**config.mk**
```make
export PLATFORM = sky130hd
export DESIGN_NAME = fixed_block_free_list_allocator_unit
export DESIGN_NICKNAME = d
export VERILOG_FILES = /design/src/rtl/core/fbfl_pkg.sv /design/src/rtl/core/fbfl_link_ram.sv /design/src/rtl/core/fbfl_addr_chk.sv /design/src/rtl/core/fixed_block_free_list_allocator_unit.sv
export SDC_FILE = /design/constraint.sdc
export NUM_CORES = 1
export LEC_CHECK = 0
export ABC_AREA = 1
export BUFFER_PORTS_ARGS = -buffer_cell sky130_fd_sc_hd__buf_2
export CELL_PAD_IN_SITES_DETAIL_PLACEMENT = 1
export CELL_PAD_IN_SITES_GLOBAL_PLACEMENT = 2
export CORE_MARGIN = 3
export CORE_UTILIZATION = 35
export DETAILED_ROUTE_END_ITERATION = 16
export MAX_ROUTING_LAYER = met4
export PLACE_DENSITY_LB_ADDON = 0.1
export RECOVER_POWER = 50
export SETUP_SLACK_MARGIN = 0.1
export SLEW_MARGIN = 10
export SYNTH_ARGS = -nofsm -noshare
export SYNTH_HDL_FRONTEND = slang
export SYNTH_SLANG_ARGS = --single-unit
```
**constraint.sdc**
```tcl
create_clock -name clk -period 9.95 [get_ports clk]
set_input_delay 0.4975 -clock clk [delete_from_list [all_inputs] [get_ports clk]]
set_output_delay 0.4975 -clock clk [all_outputs]
set_load 0.02 [all_outputs]
```
**src/rtl/core/fbfl_pkg.sv**
```systemverilog
package fbfl_pkg;

  // Request kinds carried on in_tuser
  localparam logic OP_ALLOC = 1'b0;
  localparam logic OP_FREE  = 1'b1;

  // Status from the address checker to the control logic
  typedef struct packed {
    logic done;  // one-cycle pulse: the check of the latched address is complete
    logic hit;   // address is nonzero, inside the pool and block aligned
  } chk_stat_t;

endpackage

```
**src/rtl/core/fbfl_link_ram.sv**
```systemverilog
module fbfl_link_ram #(
  parameter int DEPTH = 64,
  parameter int AW    = 6
) (
  input  logic          clk,
  input  logic          wr_en,
  input  logic [AW-1:0] wr_addr,
  input  logic [AW-1:0] wr_data,
  input  logic          rd_en,
  input  logic [AW-1:0] rd_addr,
  output logic [AW-1:0] rd_data
);

  logic [AW-1:0] mem [DEPTH];
  logic [AW-1:0] rd_data_r;

  always_ff @(posedge clk) begin
    if (wr_en) begin
      mem[wr_addr] <= wr_data;
    end
    if (rd_en) begin
      rd_data_r <= mem[rd_addr];
    end
  end

  assign rd_data = rd_data_r;

endmodule

```
**src/rtl/core/fbfl_addr_chk.sv**
```systemverilog
module fbfl_addr_chk
  import fbfl_pkg::*;
#(
  parameter int BLOCK_BYTES = 64,
  parameter int BLOCK_COUNT = 64,
  parameter int IDX_W       = 6
) (
  input  logic             clk,
  input  logic             rst_n,
  input  logic             start,
  input  logic [31:0]      address,
  input  logic [31:0]      base,
  output chk_stat_t        stat,
  output logic [IDX_W-1:0] idx
);

  localparam bit BYTES_POW2 = (BLOCK_BYTES & (BLOCK_BYTES - 1)) == 0;
  localparam logic [32:0] POOL_SIZE = 33'(64'(BLOCK_COUNT) * 64'(BLOCK_BYTES));

  function automatic int trail_zeros(input int value);
    int n;
    n = 0;
    for (int i = 31; i >= 0; i--) begin
      if (value[i]) n = i;
    end
    return n;
  endfunction

  // Newton iteration for the inverse of an odd number modulo 2**32
  function automatic logic [31:0] odd_inverse(input logic [31:0] m);
    logic [31:0] x;
    x = m;
    for (int i = 0; i < 5; i++) begin
      x = x * (32'd2 - m * x);
    end
    return x;
  endfunction

  logic [32:0] diff;
  logic [31:0] off;
  logic        range_bad;

  // Borrow out of the subtract means the address lies below the pool
  assign diff      = {1'b0, address} - {1'b0, base};
  assign off       = diff[31:0];
  assign range_bad = (address == 32'd0) || diff[32] || ({1'b0, off} >= POOL_SIZE);

  if (BYTES_POW2) begin : g_shift
    localparam int LOG2_BYTES = $clog2(BLOCK_BYTES);
    localparam logic [31:0] MASK = 32'(BLOCK_BYTES - 1);

    logic             done_r;
    logic             hit_r;
    logic [IDX_W-1:0] idx_r;
    logic [31:0]      quot;

    assign quot = off >> LOG2_BYTES;

    always_ff @(posedge clk) begin
      if (!rst_n) begin
        done_r <= 1'b0;
      end else begin
        done_r <= start;
      end
    end

    always_ff @(posedge clk) begin
      if (start) begin
        hit_r <= !range_bad && ((off & MASK) == 32'd0);
        idx_r <= quot[IDX_W-1:0];
      end
    end

    assign stat.done = done_r;
    assign stat.hit  = hit_r;
    assign idx       = idx_r;
  end else begin : g_inv
    // BLOCK_BYTES is 2**TZ times an odd factor. The offset divides evenly when
    // its low TZ bits are zero and the odd part times the inverse of the odd
    // factor, modulo 2**32, stays at or below LIMIT; that product is then the
    // block index. Register the shifted offset, multiply on the next cycle.
    localparam int          TZ       = trail_zeros(BLOCK_BYTES);
    localparam logic [31:0] ODD      = 32'(BLOCK_BYTES >> TZ);
    localparam logic [31:0] INV      = odd_inverse(ODD);
    localparam logic [31:0] LIMIT    = 32'hFFFF_FFFF / ODD;
    localparam logic [31:0] LOW_MASK = 32'((64'd1 << TZ) - 64'd1);

    logic             stage_r;
    logic             done_r;
    logic             bad_r;
    logic [31:0]      odd_part_r;
    logic             hit_r;
    logic [IDX_W-1:0] idx_r;
    logic [31:0]      prod;

    assign prod = odd_part_r * INV;

    always_ff @(posedge clk) begin
      if (!rst_n) begin
        stage_r <= 1'b0;
        done_r  <= 1'b0;
      end else begin
        stage_r <= start;
        done_r  <= stage_r;
      end
    end

    always_ff @(posedge clk) begin
      if (start) begin
        bad_r      <= range_bad || ((off & LOW_MASK) != 32'd0);
        odd_part_r <= off >> TZ;
      end
      if (stage_r) begin
        hit_r <= !bad_r && (prod <= LIMIT);
        idx_r <= prod[IDX_W-1:0];
      end
    end

    assign stat.done = done_r;
    assign stat.hit  = hit_r;
    assign idx       = idx_r;
  end

endmodule

```
**src/rtl/core/fixed_block_free_list_allocator_unit.sv**
```systemverilog
// Fixed-size block pool allocator with a first-in first-out free list.
// Input channel in_*: in_tuser is the request kind (0 allocate, 1 free),
// in_tdata the byte address of the block to free (ignored for allocate).
// Output channel out_*: one result per request; out_tuser is ok, out_tdata
// the granted block address (zero when refused and for every free).
// cfg_wr_en/cfg_wr_data write pool_base; write it only while the block is
// idle. Changing it leaves the free list untouched.
// After reset the block sweeps the link memory, one entry per cycle, with
// in_tready low until every entry is written; then all blocks are free in
// order. An allocate from an empty pool loads the output register at its
// accepting edge, a granted allocate in state ST_ALLOC after the link memory
// read. A free loads it once the address check is done, via the checker's
// result register when BLOCK_BYTES is a power of two, else via the
// shifted-offset register and then the result register (reciprocal multiply).
// Granted allocates and frees hold in_tready low until the link memory access
// is done; one request at a time is in work.
// A stalled receiver holds the current result in the output register; the
// next request is still accepted and finished, then waits in a holding
// register, and in_tready stays low until the output register frees up.
module fixed_block_free_list_allocator_unit
  import fbfl_pkg::*;
#(
  parameter int BLOCK_BYTES = 64,
  parameter int BLOCK_COUNT = 64
) (
  input  logic        clk,
  input  logic        rst_n,
  input  logic        cfg_wr_en,
  input  logic [31:0] cfg_wr_data,   // pool_base
  input  logic        in_tvalid,
  output logic        in_tready,
  input  logic [31:0] in_tdata,      // [31:0] address
  input  logic        in_tuser,      // [0] op
  output logic        out_tvalid,
  input  logic        out_tready,
  output logic [31:0] out_tdata,     // [31:0] block_address
  output logic        out_tuser      // [0] ok
);

  localparam int IDX_W = $clog2(BLOCK_COUNT);
  localparam logic [IDX_W-1:0] LAST_IDX = IDX_W'(BLOCK_COUNT - 1);
  localparam logic [31:0] BYTES32 = 32'(BLOCK_BYTES);

  typedef enum logic [2:0] {
    ST_INIT,
    ST_IDLE,
    ST_ALLOC,
    ST_FREE,
    ST_HOLD
  } state_t;

  state_t           state_r;
  logic [31:0]      pool_base_r;
  logic [IDX_W-1:0] head_r;
  logic [IDX_W-1:0] tail_r;
  logic             empty_r;
  logic [IDX_W-1:0] init_cnt_r;
  logic             out_tvalid_r;
  logic             out_ok_r;
  logic [31:0]      out_addr_r;
  logic             pend_ok_r;
  logic [31:0]      pend_addr_r;

  logic             accept;
  logic             out_free;
  logic             out_load;
  logic             ram_we;
  logic [IDX_W-1:0] ram_waddr;
  logic [IDX_W-1:0] ram_wdata;
  logic             ram_re;
  logic [IDX_W-1:0] ram_rdata;
  logic             chk_start;
  chk_stat_t        chk_stat;
  logic [IDX_W-1:0] chk_idx;
  logic [31:0]      alloc_addr;
  logic             fin_valid;
  logic             fin_ok;
  logic [31:0]      fin_addr;

  assign in_tready = (state_r == ST_IDLE);
  assign accept    = in_tvalid && in_tready;
  assign out_free  = !out_tvalid_r || out_tready;
  assign out_load  = out_free && (fin_valid || (state_r == ST_HOLD));

  assign ram_we    = (state_r == ST_INIT) ||
                     ((state_r == ST_FREE) && chk_stat.done && chk_stat.hit && !empty_r);
  assign ram_waddr = (state_r == ST_INIT) ? init_cnt_r : tail_r;
  assign ram_wdata = (state_r == ST_INIT) ?
                     ((init_cnt_r == LAST_IDX) ? '0 : init_cnt_r + IDX_W'(1)) : chk_idx;
  assign ram_re    = accept && (in_tuser == OP_ALLOC) && !empty_r;
  assign chk_start = accept && (in_tuser == OP_FREE);

  assign alloc_addr = pool_base_r + 32'(32'(head_r) * BYTES32);

  fbfl_link_ram #(
    .DEPTH (BLOCK_COUNT),
    .AW    (IDX_W)
  ) u_link_ram (
    .clk     (clk),
    .wr_en   (ram_we),
    .wr_addr (ram_waddr),
    .wr_data (ram_wdata),
    .rd_en   (ram_re),
    .rd_addr (head_r),
    .rd_data (ram_rdata)
  );

  fbfl_addr_chk #(
    .BLOCK_BYTES (BLOCK_BYTES),
    .BLOCK_COUNT (BLOCK_COUNT),
    .IDX_W       (IDX_W)
  ) u_addr_chk (
    .clk     (clk),
    .rst_n   (rst_n),
    .start   (chk_start),
    .address (in_tdata),
    .base    (pool_base_r),
    .stat    (chk_stat),
    .idx     (chk_idx)
  );

  always_comb begin
    fin_valid = 1'b0;
    fin_ok    = 1'b0;
    fin_addr  = '0;
    unique case (state_r)
      ST_IDLE: begin
        // allocate from an empty pool: refuse at once
        fin_valid = accept && (in_tuser == OP_ALLOC) && empty_r;
      end
      ST_ALLOC: begin
        fin_valid = 1'b1;
        fin_ok    = 1'b1;
        fin_addr  = alloc_addr;
      end
      ST_FREE: begin
        fin_valid = chk_stat.done;
        fin_ok    = chk_stat.hit;
      end
      ST_INIT, ST_HOLD: begin
        fin_valid = 1'b0;
      end
      default: begin
        fin_valid = 1'b0;
      end
    endcase
  end

  always_ff @(posedge clk) begin
    if (!rst_n) begin
      pool_base_r <= 32'h4000_0000;
    end else if (cfg_wr_en) begin
      pool_base_r <= cfg_wr_data;
    end
  end

  always_ff @(posedge clk) begin
    if (!rst_n) begin
      state_r      <= ST_INIT;
      init_cnt_r   <= '0;
      head_r       <= '0;
      tail_r       <= LAST_IDX;
      empty_r      <= 1'b0;
      out_tvalid_r <= 1'b0;
    end else begin
      if (out_tvalid_r && out_tready && !out_load) begin
        out_tvalid_r <= 1'b0;
      end
      unique case (state_r)
        ST_INIT: begin
          init_cnt_r <= init_cnt_r + IDX_W'(1);
          if (init_cnt_r == LAST_IDX) begin
            state_r <= ST_IDLE;
          end
        end
        ST_IDLE: begin
          if (accept) begin
            if (in_tuser == OP_FREE) begin
              state_r <= ST_FREE;
            end else if (!empty_r) begin
              state_r <= ST_ALLOC;
            end
          end
        end
        ST_ALLOC: begin
          // last block handed out: mark empty, keep head and tail stale
          if (head_r == tail_r) begin
            empty_r <= 1'b1;
          end else begin
            head_r <= ram_rdata;
          end
        end
        ST_FREE: begin
          if (chk_stat.done && chk_stat.hit) begin
            if (empty_r) begin
              head_r  <= chk_idx;
              empty_r <= 1'b0;
            end
            tail_r <= chk_idx;
          end
        end
        ST_HOLD: begin
          if (out_free) begin
            out_tvalid_r <= 1'b1;
            out_ok_r     <= pend_ok_r;
            out_addr_r   <= pend_addr_r;
            state_r      <= ST_IDLE;
          end
        end
        default: begin
          state_r <= ST_IDLE;
        end
      endcase
      if (fin_valid) begin
        if (out_free) begin
          out_tvalid_r <= 1'b1;
          out_ok_r     <= fin_ok;
          out_addr_r   <= fin_addr;
          state_r      <= ST_IDLE;
        end else begin
          pend_ok_r   <= fin_ok;
          pend_addr_r <= fin_addr;
          state_r     <= ST_HOLD;
        end
      end
    end
  end

  assign out_tvalid = out_tvalid_r;
  assign out_tuser  = out_ok_r;
  assign out_tdata  = out_addr_r;

  // link memory is never read and written in the same cycle
  assert property (@(posedge clk) disable iff (!rst_n) ram_we |-> !ram_re)
    else $error("link memory read and write overlap");

  // the checker reports only while a free is in work
  assert property (@(posedge clk) disable iff (!rst_n) chk_stat.done |-> (state_r == ST_FREE))
    else $error("address check completed outside a free");

  // the list empties only by handing out the block that was both head and tail
  assert property (@(posedge clk) disable iff (!rst_n)
                   $rose(empty_r) |-> ($past(head_r == tail_r) && $past(state_r == ST_ALLOC)))
    else $error("free list emptied with head and tail apart");

endmodule
```
# After elaboration in Yosys (flattened, before gate mapping)
# Memory sizes are Yosys's and may differ from the RTL's. A register that Yosys moved wholly into a read port is not among the register bits.
# Cells that the tools add are included.
# word_totals
regBits,129
latchBits,0
ramBits,384
romBits,0
input_bits,70
output_inout_bits,35
wordCells,104
n_memories,1
# memory_table
memory,words,word_bits,rd,rd_ports_with_merged_regs,wr,line_no,rtl
u_link_ram.mem,64,6,1,1,1,fbfl_link_ram.sv:14,logic [AW-1:0] mem [DEPTH];
# op_classes
addsub,3
mul,0
n_div,0
n_lt_le_gt_ge,1
n_eq_ne,15
n_shift,0
muxes,36
bitwise_logic,2
reduce_logical,32
# op_table
op,count
two-way mux 32 bit,5
zero test 32 bit,2
two-way mux 6 bit,6
subtractor 32 x 32 -> 33 bit,1
adder 32 x 12 -> 32 bit,1
">= comparator 32 x 13 -> 1 bit, second input constant",1
two-way mux 3 bit,7
logical AND 1 bit,13
two-way mux 1 bit,13
one-hot mux 3 bit (4 select lines),1
one-hot mux 6 bit (2 select lines),1
"adder 6 x 1 -> 6 bit, second input constant",1
"equality test 3 x 2 -> 1 bit, second input constant",2
equality test 6 bit,1
"equality test 6 bit, second input constant",1
"inequality test 2 bit, second input constant",3
AND reduction 3 bit,2
logical OR 1 bit,5
AND reduction 5 bit,1
zero test 1 bit,4
"inequality test 2 x 1 -> 1 bit, second input constant",2
"inequality test 4 x 3 -> 1 bit, second input constant",1
one-hot mux 1 bit (2 select lines),2
AND reduction 4 bit,1
other kinds (11),12

# Logic depth before layout (Yosys ltp)
# Gate-level depths: netlist of the first run.
# logic_depth
depth_word,14
depth_mapped,18
depth_no_buf,18

# Cells and area by module
# A second synthesis of the first run with hierarchy kept.
# unflattened
cells_unflattened,2776
hier_area_um2,25224.2
# by_module_without_submodules
mod,n_inst,cells_each,area_each_um2,seq_area_each_um2
fbfl_link_ram,1,1376,15990.3,11711.2
fixed_block_free_list_allocator_unit,1,838,6304.8,3083.0
fbfl_addr_chk,1,562,2929.1,230.2

# Worst setup path before layout of the first run
# OpenSTA, ideal clock, no wires.
# synth_path
path_kind,register to register
from,reg state_r[1]
to,mem u_link_ram.mem[0][3] (data pin)
setup_time_ps,702
arrival_ps,3546
required_time_ps,9248
setup_slack_ps,5702
path_stages_with_launch,7
n_path_buf,1
period_less_slack_ps,4248
cell_sequence,dfxtp_1 -> nor2_1 -> nand2_1 -> buf_2 -> nor2_1 -> nand2_1 -> o21ai_0
# synth_between
elab_chain_cells,2
# synth_rtl
element,line_no,rtl
"start, declared",fixed_block_free_list_allocator_unit.sv:52,state_t state_r;
"start signal, assigned",fixed_block_free_list_allocator_unit.sv:159,state_r <= ST_INIT;
"start signal, assigned",fixed_block_free_list_allocator_unit.sv:173,state_r <= ST_IDLE;
"start signal, assigned",fixed_block_free_list_allocator_unit.sv:179,state_r <= ST_FREE;
zero test 3 bit,fixed_block_free_list_allocator_unit.sv:88,assign ram_wdata = (state_r == ST_INIT) ?
two-way mux 6 bit,fixed_block_free_list_allocator_unit.sv:88,
named net ram_wdata[3],fixed_block_free_list_allocator_unit.sv:69,logic [IDX_W-1:0] ram_wdata;
"end, declared",fbfl_link_ram.sv:14,
# The timed path passes the listed nets, and every way through them passes these cells.

# Worst setup path after layout of the first run
# layout_path
from,reg state_r[0]
to,mem u_link_ram.mem[59][5] (data pin)
# The elaborated chain is that of the path after synthesis.

==> results_tabular.tex, run 1 <==
\begin{tabular}{lr}
\hline
Metric & Value \\
\hline
\multicolumn{2}{l}{\textbf{GRT}} \\
\quad GRT Residual Overflow & 0 \\
\quad Global-route wire length before repair & 121,200 um \\
\quad Largest net degree at the start of global routing & 93 \\
\quad Antenna violations before repair & 1 \\
\quad Global-route usage over all layers & 22.21\% \\
\quad Via count of the first global-routing pass & 19,310 \\
\multicolumn{2}{l}{\textbf{Timing}} \\
\quad Max Transition Viols Final & 507 \\
\quad Period utilisation layout & 52.08\% \\
\quad Setup TNS & 0 ns \\
\quad RSZ-0062 raised after global routing & false \\
\quad Transition time at the pin with the least slew margin & 3.571 ns \\
\quad Worst slew margin relative to its limit & -138.1\% \\
\quad Final-report setup violation count & 0 \\
\quad Top achievable clock speed & 193.0 MHz \\
\quad Worst setup slack after layout & 4.768 ns \\
\quad Worst-case clock skew & 0.06103 ns \\
\quad Count of final hold-check violations & 0 \\
\quad Final critical path time including I/O delays and setup & 5.182 ns \\
\multicolumn{2}{l}{\textbf{Worst setup path}} \\
\quad Critical path class & reg2reg \\
\quad Worst endpoint data arrival time & 5.05 ns \\
\quad Bufs and invs on worst path & 2 \\
\quad Critical path origin & state\_r[0] \\
\quad Kind of cell adding the most delay to the critical path & buffers and inverters \\
\quad Sort of element at the end of the critical path & flip-flop \\
\quad CP Data Required Time & 9.82 ns \\
\quad Slowest CP cell & clkbuf\_1 \\
\quad Highest net fanout along the worst path & 64 \\
\quad Worst reg2reg startpoint & state\_r[0] \\
\quad Worst path cell trace & nor2\_1 -> nand2\_1 -> clkbuf\_1 -> nand2\_1 -> o21ai\_4 -> clkbuf\_1 \\
\quad Delay of the slowest cell on the worst path & 2.52 ns \\
\quad CP startpoint kind & flip-flop \\
\multicolumn{2}{l}{\textbf{Drt}} \\
\quad Final Routed Wirelength & 79,840 um \\
\quad Residual antenna-violating net count after detailed routing & 0 \\
\quad Number of DRC violations after detailed-routing iteration 0 & 1,205 \\
\quad Total number of vias & 18,460 \\
\quad Residual DRC count & 0 \\
\quad Drt via density & 5.211 \\
\quad First-pass iteration count of the detailed router & 5 \\
\quad Routed wirelength normalized by instance count & 22.53 um \\
\multicolumn{2}{l}{\textbf{Synthesis}} \\
\quad Number of warnings issued by yosys & 0 \\
\quad Fraction of synthesized cell area taken by the top area cell type & 57.26\% \\
\quad Simple-gate portion of the synthesized area & 17.27\% \\
\quad Post-synthesis net count & 2,605 \\
\quad Synth Flop Type & edfxtp\_1 \\
\quad Ranking of synthesized cells by instance count & edfxtp\_1 (463), nor2\_1 (453), nand2\_1 (428) \\
\quad Ys async rst share & 0\% \\
\quad EDFF count, synth & 463 \\
\quad Synthesized instance count & 2,494 \\
\quad Syn avg cell area & 9.736 um\^{}2 \\
\quad Unique masters post-synth & 46 \\
\quad Portion of the post-synthesis area used by sequential elements & 61.87\% \\
\quad Largest cells by area after synthesis & edfxtp\_1 (57\%), nor2\_1 (7.0\%), nand2\_1 (6.6\%) \\
\quad Most repeated cell in the gate-level netlist after synthesis & edfxtp\_1 \\
\quad Post-synthesis mux area share & 0.1237\% \\
\quad Count of state elements after synthesis & 519 \\
\quad Xor-xnor portion of the synthesized cell area & 0.5410\% \\
\quad Synthesized-area fraction occupied by ao, oa, aoi and oai cells & 12.89\% \\
\quad Combined area of all synthesized cells & 24,280 um\^{}2 \\
\quad Post-synthesis cell type with the largest combined area & edfxtp\_1 \\
\quad Dominant combinational cell family by area after synthesis & simple AND/OR/NAND/NOR gates \\
\quad Synth Area in Adders & 2.174\% \\
\multicolumn{2}{l}{\textbf{Floorplan}} \\
\quad Placeable core region & 67,990 um\^{}2 \\
\quad Die height & 269.4 um \\
\quad Die area & 72,570 um\^{}2 \\
\quad Die width & 269.4 um \\
\quad Number of rows in the core area & 95 \\
\quad Starting Density & 35.71\% \\
\quad Num ports & 105 \\
\multicolumn{2}{l}{\textbf{Placed design}} \\
\quad GPL Wtd Cong & 0.8434 \\
\quad Count of input and output buffers & 104 \\
\quad \# placed instances & 3,432 \\
\quad Half-perimeter wire length after detailed placement & 53,490 um \\
\quad Setup slack after placement & 6.285 ns \\
\multicolumn{2}{l}{\textbf{Run status}} \\
\quad Outcome & complete, but fails checks \\
\quad Violated checks & max-capacitance violations, max-slew violations \\
\multicolumn{2}{l}{\textbf{Clocking}} \\
\quad Clk\_lat worst skew & 0.64 ns \\
\quad Total clock buffers created by CTS & 58 \\
\quad Number of sinks driven by the clock tree & 519 \\
\quad Number of instances resized during post-cts repair & 0 \\
\quad Root Buffer & clkbuf\_16 \\
\quad Buffer levels on the longest clock path & 3 \\
\quad Clock slew at the register clock pins of the worst setup and hold paths & 0.06 ns \\
\quad Buffers inserted during post-CTS setup optimization & 0 \\
\quad CTS tree & yes \\
\quad H-Tree Level Count & 2 \\
\quad Post-CTS Hold Fix Bufs & 0 \\
\multicolumn{2}{l}{\textbf{Cells and area}} \\
\quad Net count reported at finish & 2,682 \\
\quad Layout Cells excl Fill & 3,543 \\
\quad P\&R area growth vs syn & 14.07\% \\
\quad Fraction of final layout cells with drive strength greater than 1 & 7.898\% \\
\multicolumn{2}{l}{\textbf{Pwr}} \\
\quad Maximum VDD drop & 0.0001996 V \\
\quad Overall power of the completed layout & 7.440 mW \\
\quad Leak Pwr & 10.32 nW \\
\quad Power density normalized to cell area & 268.6 nW/um\^{}2 \\
\multicolumn{2}{l}{\textbf{Min path}} \\
\quad Path type of the worst min-delay path & in2reg \\
\quad Hold wc startpoint & cfg\_wr\_data[30] \\
\multicolumn{2}{l}{\textbf{Run}} \\
\quad Max Cap Violations & 9 \\
\hline
\end{tabular}
## worst register-to-register path: cells and delay by family (launching register included)
family	cells	cell delay [ns]
buf+inv	2	3.48
simple gates	3	0.41
compound gates	1	0.13
flops	1	0.39
## layer usage
layer,track usage [%],routed length [um]
met1,28.22,35560
met2,37.18,38770
met3,2.907,3098
met4,6.680,2413
met5,-,0
## power by group
part / switching (mW) / internal [mW] / leakage [nW]
Clock: 0.908 / 1.38 / 0.983
Combinational: 1.60 / 0.507 / 4.61
Sequential: 0.154 / 2.88 / 4.72
## sequential cells by signal, indices dropped and copies added (netlist names), 3 cells and up
register            count
out_tdata              32
u_link_ram.mem        384
state_r                 3
pend_addr_r            32
tail_r                  6
pool_base_r            32
u_link_ram.rd_data      6
init_cnt_r              6
u_addr_chk.idx          6
head_r                  6
## cell usage in the layout, fill, tap and decap left out, types with 11 or more instances in the layout
cell	count
inv_1	207
nand4_1	20
clkbuf_1	59
bufinv_16	11
o221ai_1	19
o22ai_1	100
nand3_1	72
nand2_1	427
dfxtp_1	53
a31oi_1	16
clkinv_2	12
ha_1	39
clkbuf_16	59
o211ai_1	17
edfxtp_1	463
a21oi_1	95
nor3_1	16
o21ai_0	293
nor2_1	452
buf_4	13
buf_2	68
## kinds of logic after synthesis
family / after synthesis
adders and majority gates: 41
buffers and inverters: 325
AOI/OAI and AO/OA: 564
and+or+nand+nor: 1027
DFF: 519
muxes: 3
xor gates and xnor gates: 15
## path summary, 6_finish.rpt
path / to / slack [ns] / cells after the start
max: u_link_ram.mem[59][5] / 4.77 / 6
max reg2reg: u_link_ram.mem[59][5] / 4.77 / 6
min reg2reg: init_cnt_r[5] / 0.50 / 2
min: pool_base_r[30] / 0.16 / 3
## cell type report
cell class	instances	area (um^2)
inverters	216	814.5
fillers	7785	40290
repair buffers	126	606.8
well taps	921	1152
diodes	1	2.502
clock inverters	37	521.8
multi-input cells	1650	8040
clock buffers	73	1529
flip-flops and latches	519	15030
## stage by stage
stage / utilization, % / hold slack, ns / instance area [um^2]
final: 40.74 / 0.1640 / 27700
after global routing: 40.74 / 0.1641 / 27700
after CTS: 40.90 / 0.1393 / 27810
after detailed placement: 37.89 / 0.4845 / 25760
after global placement: 37.88 / 0.4730 / 25750
after floorplan: - / 0.4528 / 24280
Power figures use the tool's default switching activity.
==> run 2: changes to the inputs <==
Clock period 9.95 ns to 5.2 ns, I/O delays scaled along.
==> results_tabular.tex, run 2 (synthesized netlist as in run 1, its figures left out) <==
\begin{tabular}{lr}
\hline
Metric & Value \\
\hline
\multicolumn{2}{l}{\textbf{Timing}} \\
\quad Count of final hold-check violations & 0 (unchanged) \\
\quad Period utilisation layout & 81.76\% (+30 points) \\
\quad RSZ-0062 raised after global routing & false \\
\quad Final critical path time including I/O delays and setup & 4.251 ns (-0.9307 ns) \\
\quad Worst slew margin relative to its limit & -163.1\% (-25 points) \\
\quad Max Transition Viols Final & 467 (-7.9\%) \\
\quad Setup TNS & 0 ns (unchanged) \\
\quad Top achievable clock speed & 235.2 MHz (+22\%) \\
\quad Transition time at the pin with the least slew margin & 3.947 ns (+0.3753 ns) \\
\quad Worst-case clock skew & 0.04173 ns (-0.01929 ns) \\
\quad Final-report setup violation count & 0 (unchanged) \\
\multicolumn{2}{l}{\textbf{Cells and area}} \\
\quad Fraction of final layout cells with drive strength greater than 1 & 7.462\% (-0.44 points) \\
\quad Number of flip-flops in the largest register & 384 (unchanged) \\
\quad P\&R area growth vs syn & 14.35\% \\
\quad Leading cell types in the layout, fill and taps excluded & edfxtp\_1 (463), nor2\_1 (453), nand2\_1 (427) \\
\quad Most common cell after layout, fill and taps aside & edfxtp\_1 \\
\quad Core Util, Final & 40.84\% (+0.099 points) \\
\quad Register with the most flip-flops & u\_link\_ram.mem \\
\quad Net count reported at finish & 2,706 (+0.89\%) \\
\quad Fill count & 7,695 (-1.2\%) \\
\multicolumn{2}{l}{\textbf{GRT}} \\
\quad Via count of the first global-routing pass & 19,450 (+0.76\%) \\
\quad Largest net degree at the start of global routing & 101 (+8.6\%) \\
\quad Global-route usage over all layers & 22.68\% (+0.47 points) \\
\quad Antenna violations before repair & 2 (+1) \\
\quad Global-route wire length before repair & 122,600 um (+1.2\%) \\
\quad GRT Residual Overflow & 0 (unchanged) \\
\multicolumn{2}{l}{\textbf{Worst setup path}} \\
\quad Worst endpoint data arrival time & 4.26 ns (-0.79 ns) \\
\quad Worst path cell trace & nor2\_1 -> nand2\_1 -> inv\_1 -> nand2\_1 -> o21ai\_1 \\
\quad CP Data Required Time & 5.21 ns (-4.61 ns) \\
\quad Slowest CP cell & o21ai\_1 \\
\quad CP startpoint kind & flip-flop \\
\quad Critical path class & reg2reg \\
\quad Highest net fanout along the worst path & 26 (-59\%) \\
\quad Library cell appearing most often on the critical path & nand2\_1 \\
\quad Delay of the slowest cell on the worst path & 2.03 ns (-0.49 ns) \\
\quad Sort of element at the end of the critical path & flip-flop \\
\multicolumn{2}{l}{\textbf{Clocking}} \\
\quad Number of sinks driven by the clock tree & 519 (unchanged) \\
\quad Root Buffer & clkbuf\_16 \\
\quad Buffers inserted during post-CTS setup optimization & 0 (unchanged) \\
\quad Clock slew at the register clock pins of the worst setup and hold paths & 0.06 ns (about the same) \\
\quad Total clock buffers created by CTS & 56 (-3.4\%) \\
\quad Number of instances resized during post-cts repair & 0 (unchanged) \\
\quad Clk\_lat worst skew & 0.63 ns (about the same) \\
\quad Buffer levels on the longest clock path & 3 (unchanged) \\
\quad H-Tree Level Count & 2 (unchanged) \\
\quad Post-CTS Hold Fix Bufs & 31 (+31) \\
\quad CTS tree & yes \\
\multicolumn{2}{l}{\textbf{Pwr}} \\
\quad Power density normalized to cell area & 500.9 nW/um\^{}2 (+86\%) \\
\quad Maximum VDD drop & 0.0003339 V (+67\%) \\
\quad Leak Pwr & 10.34 nW (+0.25\%) \\
\multicolumn{2}{l}{\textbf{Drt}} \\
\quad Drt via density & 5.182 (-0.56\%) \\
\quad Number of DRC violations after detailed-routing iteration 0 & 1,427 (+18\%) \\
\quad First-pass iteration count of the detailed router & 5 (unchanged) \\
\quad Residual DRC count & 0 (unchanged) \\
\quad Total number of vias & 18,460 (+0.0054\%) \\
\quad Residual antenna-violating net count after detailed routing & 0 (unchanged) \\
\quad Final Routed Wirelength & 81,570 um (+2.2\%) \\
\quad Routed wirelength normalized by instance count & 22.89 um (+1.6\%) \\
\multicolumn{2}{l}{\textbf{Floorplan}} \\
\quad Placeable core region & 67,990 um\^{}2 (unchanged) \\
\quad Die area & 72,570 um\^{}2 (unchanged) \\
\quad Num ports & 105 (unchanged) \\
\quad Die width & 269.4 um (unchanged) \\
\quad Number of rows in the core area & 95 (unchanged) \\
\quad Die height & 269.4 um (unchanged) \\
\quad Starting Density & 35.71\% (unchanged) \\
\multicolumn{2}{l}{\textbf{Run}} \\
\quad Max Cap Violations & 7 (-2) \\
\multicolumn{2}{l}{\textbf{Placed design}} \\
\quad GPL Wtd Cong & 0.8278 (-1.8\%) \\
\quad Half-perimeter wire length after detailed placement & 55,040 um (+2.9\%) \\
\quad Count of input and output buffers & 104 (unchanged) \\
\multicolumn{2}{l}{\textbf{Min path}} \\
\quad Path type of the worst min-delay path & in2reg \\
\multicolumn{2}{l}{\textbf{Run status}} \\
\quad Violated checks & max-capacitance violations, max-slew violations \\
\quad Outcome & complete, but fails checks \\
\hline
\end{tabular}
run 2: cell count changes in the layout (fill, tap and decap cells not counted), sizes merged:
cell	change
buf	-2
bufinv	-6
clkbuf	-10
clkinv	+7
clkinvlp	-2
diode	+1
dlygate4sd3	+31
inv	+1
run 2: power by group:
group          switching, mW  leakage (nW)  total (mW)  internal [mW]
clock network           1.68         0.872        3.91           2.24
registers              0.305          4.72        5.79           5.49
logic                   3.20          4.75        4.20           1.00
run 2: final cells by class:
| cell class | count | area, um^2 | area share, % |
|---|---|---|---|
| Antenna cell | 2 | 5.005 | 0.01803 |
| Clock buffer | 66 | 1439 | 5.182 |
| Clock inverter | 37 | 365.4 | 1.316 |
| Inverter | 216 | 813.3 | 2.929 |
| Multi-Input combinational cell | 1650 | 8043 | 28.97 |
| Sequential cell | 519 | 15030 | 54.13 |
| Tap cell | 921 | 1152 | 4.150 |
| Timing Repair Buffer | 152 | 919.6 | 3.312 |
run 2: final timing paths:
check | end | slack, ns | start | depth (start not counted)
worst max-delay path | u_link_ram.mem[9][5] | 0.95 | state_r[0] | 5
worst min register to register | init_cnt_r[5] | 0.50 | init_cnt_r[5] | 2
worst min-delay path | pool_base_r[11] | 0.02 | cfg_wr_data[11] | 3
worst max register to register | u_link_ram.mem[9][5] | 0.95 | state_r[0] | 5
run 2: layer usage:
metal  wire (um)  track usage, %  vias to the layer above
met2       40510           39.21                      357
met5           0               -                        -
met1       36300           28.52                     9111
li1            -               -                     8883
met3        2850           2.720                      112
met4        1910           5.410                        0
run 2: metrics by stage:
stage | std cells | setup slack (ns) | cell area, um^2 | hold WS [ns] | power [mW]
after CTS | 3561 | 1.591 | 27860 | 0.0005538 | 14.09
after detailed placement | 3427 | 1.587 | 25750 | 0.4872 | 10.12
final | 3563 | 0.9485 | 27770 | 0.01849 | 13.91
after floorplan | 2494 | 0.9524 | 24280 | 0.3717 | 8.265
after global routing | 3563 | 0.6552 | 27770 | 0.03664 | 14.67
after global placement | 3427 | 1.738 | 25750 | 0.4711 | 10.09
run 2: critical path: cells and delay by family (launching register included):
family / cells / cell delay [ns]
simple gates: 3 / 0.85
flops: 1 / 0.34
buf+inv: 1 / 0.42
compound gates: 1 / 2.03
